## src/hw/rtl/four_bit_cpu_core_assert.svh

```systemverilog
// assertion macros included by the core rtl file
`ifndef FOUR_BIT_CPU_CORE_ASSERT_SVH
`define FOUR_BIT_CPU_CORE_ASSERT_SVH

`ifndef ASSERT_OFF

// antecedent implies consequent in the same cycle
`define FBC_ASSERT_SAME(label, clk, rst_n, ante, cons) \
    label: assert property (@(posedge clk) disable iff (!rst_n) (ante) |-> (cons)) \
        else $error("four_bit_cpu_core assertion failed");

// antecedent implies consequent in the next cycle
`define FBC_ASSERT_NEXT(label, clk, rst_n, ante, cons) \
    label: assert property (@(posedge clk) disable iff (!rst_n) (ante) |=> (cons)) \
        else $error("four_bit_cpu_core assertion failed");

`else

`define FBC_ASSERT_SAME(label, clk, rst_n, ante, cons)
`define FBC_ASSERT_NEXT(label, clk, rst_n, ante, cons)

`endif

`endif

```

## src/hw/rtl/fbc_pkg.sv

```systemverilog
package fbc_pkg;

    // default program store depth
    localparam int FBC_PROGRAM_DEPTH = 16;

    // instruction word bit positions
    localparam int BIT_J    = 7;
    localparam int BIT_C    = 6;
    localparam int BIT_D1   = 5;
    localparam int BIT_D0   = 4;
    localparam int BIT_SREG = 3;
    localparam int BIT_S    = 2;

    // stream word widths
    localparam int IN_DATA_W  = 16;
    localparam int OUT_DATA_W = 16;

    // operation selector on the input tuser
    localparam logic OP_LOAD = 1'b0;
    localparam logic OP_STEP = 1'b1;

    // destination codes
    typedef enum logic [1:0] {
        DEST_A    = 2'b00,
        DEST_B    = 2'b01,
        DEST_OUT  = 2'b10,
        DEST_NONE = 2'b11
    } t_dest;

    // decoded and executed instruction
    typedef struct packed {
        logic [3:0] val;
        logic [2:0] imm;
        logic       wr_a;
        logic       wr_b;
        logic       wr_out;
        logic       carry;
        logic       jump;
    } t_exec_res;

endpackage

```

## src/hw/rtl/fbc_ram.sv

```systemverilog
module fbc_ram import fbc_pkg::*; #(
    parameter int WIDTH = 8,
    parameter int DEPTH = FBC_PROGRAM_DEPTH
) (
    input  logic                     i_clk,
    input  logic                     i_we,
    input  logic [$clog2(DEPTH)-1:0] i_waddr,
    input  logic [WIDTH-1:0]         i_wdata,
    input  logic                     i_re,
    input  logic [$clog2(DEPTH)-1:0] i_raddr,
    output logic [WIDTH-1:0]         o_rdata
);

    logic [WIDTH-1:0] r_mem [DEPTH];
    logic [WIDTH-1:0] r_rdata;

    // one write port, one registered read port
    always_ff @(posedge i_clk) begin
        if (i_we) begin
            r_mem[i_waddr] <= i_wdata;
        end
        if (i_re) begin
            r_rdata <= r_mem[i_raddr];
        end
    end

    assign o_rdata = r_rdata;

endmodule

```

## src/hw/rtl/fbc_exec.sv

```systemverilog
module fbc_exec import fbc_pkg::*; (
    input  logic [7:0] i_word,
    input  logic [3:0] i_a,
    input  logic [3:0] i_b,
    output t_exec_res  o_res
);

    logic [4:0] sum;
    logic [4:0] diff;
    logic [3:0] alu;
    logic       carry;
    t_dest      dest;

    // add or subtract with carry or borrow
    always_comb begin
        sum  = {1'b0, i_a} + {1'b0, i_b};
        diff = {1'b0, i_a} - {1'b0, i_b};
        if (i_word[BIT_S]) begin
            alu   = diff[3:0];
            carry = diff[4];
        end else begin
            alu   = sum[3:0];
            carry = sum[4];
        end
    end

    // destination decode and writeback selection
    always_comb begin
        dest         = t_dest'({i_word[BIT_D1], i_word[BIT_D0]});
        o_res        = '0;
        o_res.imm    = i_word[2:0];
        o_res.val    = i_word[BIT_SREG] ? {1'b0, i_word[2:0]} : alu;
        o_res.carry  = carry;
        o_res.jump   = i_word[BIT_J] | (i_word[BIT_C] & carry);
        case (dest)
            DEST_A: begin
                o_res.wr_a = 1'b1;
            end
            DEST_B: begin
                o_res.wr_b = 1'b1;
            end
            DEST_OUT: begin
                o_res.wr_out = 1'b1;
            end
            default: begin
                o_res.wr_a = 1'b0;
            end
        endcase
    end

endmodule

```

## src/hw/rtl/four_bit_cpu_core.sv

```systemverilog
// Four-bit processor core with a loadable program store.
// Input stream: i_s_tuser selects the operation (0 loads a program word,
// 1 executes one instruction); i_s_tdata carries the load address and word.
// Output stream: one word per input word, in order, reporting the output
// register, whether this step wrote it, the ALU carry, the program counter
// after the item and the stopped flag.
// An accepted word is read from the program store in its accept cycle,
// executed in the execute stage and then held in the output register.
// Throughput: one word per cycle while the receiver takes results; the
// next fetch address is formed from the word being executed, so fetch and
// execute overlap through the store's registered read.
// Reset clears the registers, the counter, the stopped flag and the valid
// bit of every store entry; entries never loaded read as zero.
// When the receiver stalls, the result stays in the output register, the
// instruction in execute waits, and the input stops accepting once both are
// occupied.
module four_bit_cpu_core import fbc_pkg::*; #(
    parameter int PROGRAM_DEPTH = FBC_PROGRAM_DEPTH
) (
    input  logic                  i_clk,
    input  logic                  i_rst_n,
    // input stream
    input  logic                  i_s_tvalid,
    output logic                  o_s_tready,
    input  logic [IN_DATA_W-1:0]  i_s_tdata,  // load_address[3:0], load_word[11:4], zero pad
    input  logic                  i_s_tuser,  // operation[0]
    // output stream
    output logic                  o_m_tvalid,
    input  logic                  i_m_tready,
    output logic [OUT_DATA_W-1:0] o_m_tdata   // out_value[3:0], out_written[4], carry_flag[5],
                                              // next_pc[9:6], stopped[10], zero pad
);

    `include "four_bit_cpu_core_assert.svh"

    localparam int PC_W = $clog2(PROGRAM_DEPTH);
    localparam int LA_W = PC_W + 5;

    // architectural state
    logic [PC_W-1:0] r_pc;
    logic [3:0]      r_a;
    logic [3:0]      r_b;
    logic [3:0]      r_out;
    logic            r_halt;
    logic [PROGRAM_DEPTH-1:0] r_vld;

    // execute stage
    logic            r_e_valid;
    logic            r_e_op;
    logic            r_e_wvld;

    // output register
    logic                  r_m_valid;
    logic [OUT_DATA_W-1:0] r_m_tdata;

    logic            s_fire;
    logic            e_fire;
    logic            out_free;
    logic            op;
    logic [3:0]      load_addr;
    logic [7:0]      load_word;
    logic [LA_W-1:0] la_ext;
    logic [LA_W-1:0] la_wrap;
    logic [PC_W-1:0] waddr;
    logic [PC_W-1:0] rd_pc;
    logic [7:0]      rdata;
    logic [7:0]      word;
    logic [PC_W-1:0] pc_adv;
    logic [PC_W+3:0] pc_ext;
    t_exec_res       ex;

    logic [PC_W-1:0] n_pc;
    logic [3:0]      n_a;
    logic [3:0]      n_b;
    logic [3:0]      n_out;
    logic            n_halt;
    logic            n_written;
    logic            n_carry;

    // handshake
    assign op        = i_s_tuser;
    assign load_addr = i_s_tdata[3:0];
    assign load_word = i_s_tdata[11:4];
    assign out_free  = !r_m_valid || i_m_tready;
    assign e_fire    = r_e_valid && out_free;
    assign o_s_tready = !r_e_valid || out_free;
    assign s_fire    = i_s_tvalid && o_s_tready;

    // load address at or above the store depth has the depth subtracted once
    always_comb begin
        la_ext  = LA_W'(load_addr);
        la_wrap = (la_ext >= LA_W'(PROGRAM_DEPTH)) ? la_ext - LA_W'(PROGRAM_DEPTH) : la_ext;
        waddr   = la_wrap[PC_W-1:0];
    end

    // fetch address follows the instruction leaving execute
    assign rd_pc = r_e_valid ? n_pc : r_pc;

    fbc_ram #(
        .WIDTH (8),
        .DEPTH (PROGRAM_DEPTH)
    ) u_prog (
        .i_clk   (i_clk),
        .i_we    (s_fire && (op == OP_LOAD)),
        .i_waddr (waddr),
        .i_wdata (load_word),
        .i_re    (s_fire && (op == OP_STEP)),
        .i_raddr (rd_pc),
        .o_rdata (rdata)
    );

    // never-loaded entries read as zero
    assign word = r_e_wvld ? rdata : 8'h00;

    fbc_exec u_exec (
        .i_word (word),
        .i_a    (r_a),
        .i_b    (r_b),
        .o_res  (ex)
    );

    // next architectural state for the item in execute
    always_comb begin
        pc_adv    = (r_pc == PC_W'(PROGRAM_DEPTH - 1)) ? '0 : r_pc + 1'b1;
        n_pc      = r_pc;
        n_a       = r_a;
        n_b       = r_b;
        n_out     = r_out;
        n_halt    = r_halt;
        n_written = 1'b0;
        n_carry   = 1'b0;
        if (r_e_op == OP_STEP && !r_halt) begin
            n_pc = pc_adv;
            if (word == 8'h00 && pc_adv > PC_W'(1)) begin
                n_halt = 1'b1;
            end else begin
                n_carry = ex.carry;
                if (ex.wr_a) begin
                    n_a = ex.val;
                end
                if (ex.wr_b) begin
                    n_b = ex.val;
                end
                if (ex.wr_out) begin
                    n_out     = r_a;
                    n_written = 1'b1;
                end
                if (ex.jump) begin
                    n_pc = PC_W'(ex.imm);
                end
            end
        end
        pc_ext = {4'b0000, n_pc};
    end

    // state, execute stage and output register
    always_ff @(posedge i_clk) begin
        if (!i_rst_n) begin
            r_pc      <= '0;
            r_a       <= '0;
            r_b       <= '0;
            r_out     <= '0;
            r_halt    <= 1'b0;
            r_vld     <= '0;
            r_e_valid <= 1'b0;
            r_m_valid <= 1'b0;
        end else begin
            if (s_fire && (op == OP_LOAD)) begin
                r_vld[waddr] <= 1'b1;
            end
            if (e_fire) begin
                r_pc      <= n_pc;
                r_a       <= n_a;
                r_b       <= n_b;
                r_out     <= n_out;
                r_halt    <= n_halt;
                r_m_valid <= 1'b1;
            end else if (i_m_tready) begin
                r_m_valid <= 1'b0;
            end
            if (s_fire) begin
                r_e_valid <= 1'b1;
            end else if (e_fire) begin
                r_e_valid <= 1'b0;
            end
        end
    end

    // payload registers
    always_ff @(posedge i_clk) begin
        if (s_fire) begin
            r_e_op   <= op;
            r_e_wvld <= r_vld[rd_pc];
        end
        if (e_fire) begin
            r_m_tdata <= {5'b00000, n_halt, pc_ext[3:0], n_carry, n_written, n_out};
        end
    end

    assign o_m_tvalid = r_m_valid;
    assign o_m_tdata  = r_m_tdata;

    // checks
    `FBC_ASSERT_NEXT(a_halt_sticky, i_clk, i_rst_n, r_halt, r_halt)
    `FBC_ASSERT_SAME(a_no_accept_when_blocked, i_clk, i_rst_n, r_e_valid && !out_free, !s_fire)
    `FBC_ASSERT_NEXT(a_halted_frozen, i_clk, i_rst_n, e_fire && r_halt,
        $stable(r_a) && $stable(r_b) && $stable(r_pc) && $stable(r_out))
    `FBC_ASSERT_NEXT(a_result_follows_exec, i_clk, i_rst_n, e_fire, r_m_valid)

endmodule

```

## config.mk

```make
export PLATFORM = sky130hd
export DESIGN_NAME = four_bit_cpu_core
export DESIGN_NICKNAME = d
export VERILOG_FILES = /design/src/hw/rtl/fbc_pkg.sv /design/src/hw/rtl/fbc_ram.sv /design/src/hw/rtl/fbc_exec.sv /design/src/hw/rtl/four_bit_cpu_core.sv
export VERILOG_INCLUDE_DIRS = /design/src /design/src/hw/rtl
export SDC_FILE = /design/constraint.sdc
export NUM_CORES = 1
export LEC_CHECK = 0
export ABC_AREA = 1
export BUFFER_PORTS_ARGS = -buffer_cell sky130_fd_sc_hd__buf_2
export CAP_MARGIN = 10
export CORE_MARGIN = 1
export CORE_UTILIZATION = 55
export CTS_BUF_LIST = sky130_fd_sc_hd__clkbuf_4 sky130_fd_sc_hd__clkbuf_8 sky130_fd_sc_hd__clkbuf_16
export DETAILED_ROUTE_END_ITERATION = 16
export GPL_ROUTABILITY_DRIVEN = 0
export PLACE_DENSITY = 0.75
export SETUP_SLACK_MARGIN = 0.5
export SLEW_MARGIN = 5
export SYNTH_ARGS = -nofsm -noshare
export SYNTH_HDL_FRONTEND = slang
export SYNTH_SLANG_ARGS = --single-unit
```

## constraint.sdc

```tcl
create_clock -name i_clk -period 2.3 [get_ports i_clk]
set_input_delay 0.115 -clock i_clk [delete_from_list [all_inputs] [get_ports i_clk]]
set_output_delay 0.115 -clock i_clk [all_outputs]
set_load 0.01 [all_outputs]
```

==> flow_summary.ini <==
[global_routing]
antenna_found_initial = 0
grt_pass1_vias = 6429
grt_overflow = 0
grt_pass1_wl_um = 33700
grt_max_degree = 45
grt_use_total = 0.283

[clock_tree]
clk_latency_ns = 0.44
numCtsBuffers = 17
path_clk_slew_ns = 0.07
cts_tree = done
cts_root_buf = clkbuf_16
htree_levels = 4
clk_path_buf_depth = 2
cts_sinks = 184

[timing]
relSlewSlack = 0.615
fin_skew_ns = 0.0106
setup_ws_ns = -0.428
hold_violations = 0
holdWs_ns = 0.0427
rsz0062_at_grt = yes
finalSetupViolCount = 9
max_freq_mhz = 367
tightest_slew_ns = 0.576
period_needed_ns = 2.73
slew_violations = 0
fin_crit_sh = 1.19
setup_tns_ns = -3.50

[placed_design]
dp_slack_ns = -0.324
port_buffers = 29
post-dp-hpwl_um = 13100

[floorplanning]
core_area_um2 = 14800
fp.dieH_um = 126
die_w_um = 126
die_area_um2 = 15900
io-pin-count = 39
rows = 44
start_util = 0.574

[detailed_routing]
avgViaCountPerCell = 5.75
drtIter0Drc = 686
routedWlPerCell_um = 19.4
vias = 6662
postRouteWirelength_um = 22500
drcViolationCount = 0
drtAntennaViolNets = 0
dr.pass1.iters = 5

[final_layout]
area_growth_pct = 24.2
utilization = 0.712
drive_above_1_share = 0.252
nNetsFinal = 994
antenna_cells = 0
fillers = 990

[yosys]
yosysUniqueCellTypes = 39
synth_seq_cells = 184
async_flop_share = 0
synth_cells = 877
synth_top_family_by_area = simple AND/OR/NAND/NOR gates
synth_top_cell_by_area = edfxtp_1
ys.flop_type = edfxtp_1
ys_warn_count = 0
yosysSeqAreaShare = 0.611
synth_simple_gate_area_share = 0.240
synth.area.mux_share = 0
synth_compound_gate_area_share = 0.0410
syn_avg_cell_area_um2 = 9.65
synth_edf_count = 149
synth_fa_ha_area_frac = 0.0195
synthXorXnorAreaFrac = 0.00103
synth_area_um2 = 8460
synth.area.top_cells = edfxtp_1, nand3_1, nand2_1
yosys.area.top_type_share = 0.529

[outcome]
violations = setup timing
status = finished, violations left

[power]
irDropWorstVdd_v = 0.000645
power_mw = 7.80
power_density_nw_per_um2 = 742
p_leak_nw = 4.49

[worst_setup_path]
endpoint_kind = flop
cp.required_ns = 2.49
critPathKind = reg2reg
start_kind = flop
arrival_ns = 2.92
critPathMaxFanout = 8

[flow_run]
maxCapViolations = 0

[worst_hold_path]
hold_class = in2reg
==> critical path: stages (launching register included) <==
cell and delay [ns]:
dfxtp_2 0.34, ha_2 0.19, fa_2 0.34, nand2_1 0.09
nand2_1 0.07, nand2_2 0.08, nand2_4 0.07, nand3_4 0.10
nand2_4 0.08, nand2_4 0.07, nand3_4 0.09, nand3_4 0.14
nand2_8 0.15, buf_16 0.18, nand2_1 0.07, nand2_1 0.08
nand2_1 0.09, nand3_2 0.10, nand3_2 0.08, nand2_1 0.05
==> cell usage after synthesis (3+ instances only) <==
| cell type | count |
|---|---|
| a21oi_1 | 21 |
| buf_2 | 12 |
| buf_4 | 11 |
| buf_6 | 5 |
| clkbuf_1 | 10 |
| dfxtp_1 | 35 |
| edfxtp_1 | 149 |
| ha_1 | 10 |
| inv_1 | 122 |
| inv_2 | 5 |
| nand2_1 | 198 |
| nand2_2 | 3 |
| nand2_4 | 6 |
| nand3_1 | 173 |
| nor2_1 | 58 |
| o21ai_0 | 20 |
| o21ai_1 | 10 |
==> cells by family (layout without fill, tap and decap cells) <==
kind of cell	after synthesis	count (layout)
AO/OA/AOI/OAI	59	59
adder cells (fa/ha/maj)	12	12
other	1	5
XOR/XNOR	1	1
buffers and inverters	169	262
flip-flops	184	184
AND/OR/NAND/NOR	451	451
==> layer usage <==
metal  global-route usage  wire (µm)  vias up
met5                    0          0        -
met4                0.128       1000        0
met3               0.0697       1970       93
met2                0.484      11100      379
met1                0.339       8410     3125
li1                     -          -     3065
==> flip-flops by register name, indices dropped and copies added, names as in the netlist, 4 cells and up <==
register        count
r_vld              16
r_b                 4
u_prog.o_rdata      8
r_a                 4
o_m_tdata          11
r_pc                4
u_prog.r_mem      128
r_out               4
==> layout by cell type, fill, tap and decap left out, drive strengths merged <==
cell	n
inv	136
ha	10
nor3	3
nor4	1
nand4	2
o211a	1
dlygate4sd3	2
buf	96
clkbuf	20
bufinv	1
xor2	1
o21ai	33
clkinvlp	1
nor2	60
nand3	177
edfxtp	149
nand3b	1
conb	5
o211ai	3
clkinv	6
o21bai	1
a21oi	21
fa	2
dfxtp	35
nand2	207
==> through the flow <==
| stage | cells | instance area (µm²) |
|---|---|---|
| after floorplan | 881 | 8540 |
| after global placement | 1107 | 9180 |
| after detailed placement | 1107 | 9180 |
| after CTS | 1152 | 10200 |
| after global routing | 1158 | 10500 |
| final | 1158 | 10500 |
==> cell type report <==
class / instances / area, µm² / share of cell area
sequential: 184 / 5180 / 0.493
multi-input combinational: 528 / 3020 / 0.287
timing repair buffer: 101 / 1010 / 0.0965
inverter: 129 / 487 / 0.0463
clock buffer: 17 / 425 / 0.0405
tap: 184 / 230 / 0.0219
clock inverter: 15 / 160 / 0.0152
==> report_power, final <==
group | leakage (nW) | internal (mW) | switching [mW]
sequential | 1.64 | 3.67 | 0.0389
clock | 0.287 | 1.54 | 1.35
combinational | 2.56 | 0.449 | 0.756
total | 4.49 | 5.66 | 2.14
==> path summary, 6_finish.rpt <==
check | startpoint | endpoint | slack, ns | depth (start not counted)
min reg2reg | r_vld[7] | r_vld[7] | 0.47 | 2
min | i_rst_n | r_a[3] | 0.04 | 3
max | r_a[0] | u_prog.o_rdata[0] | -0.43 | 19
max reg2reg | r_a[0] | u_prog.o_rdata[0] | -0.43 | 19
==> repair_timing <==
item,4_1_cts,5_1_grt
endpoints found under the setup margin,92,136
cloned,3,4
pin swaps,13,11
setup buffers,8,2
hold buffers,2,0
hold endpoints to repair,2,0
resized for setup,55,50
Power figures use the tool's default switching activity.
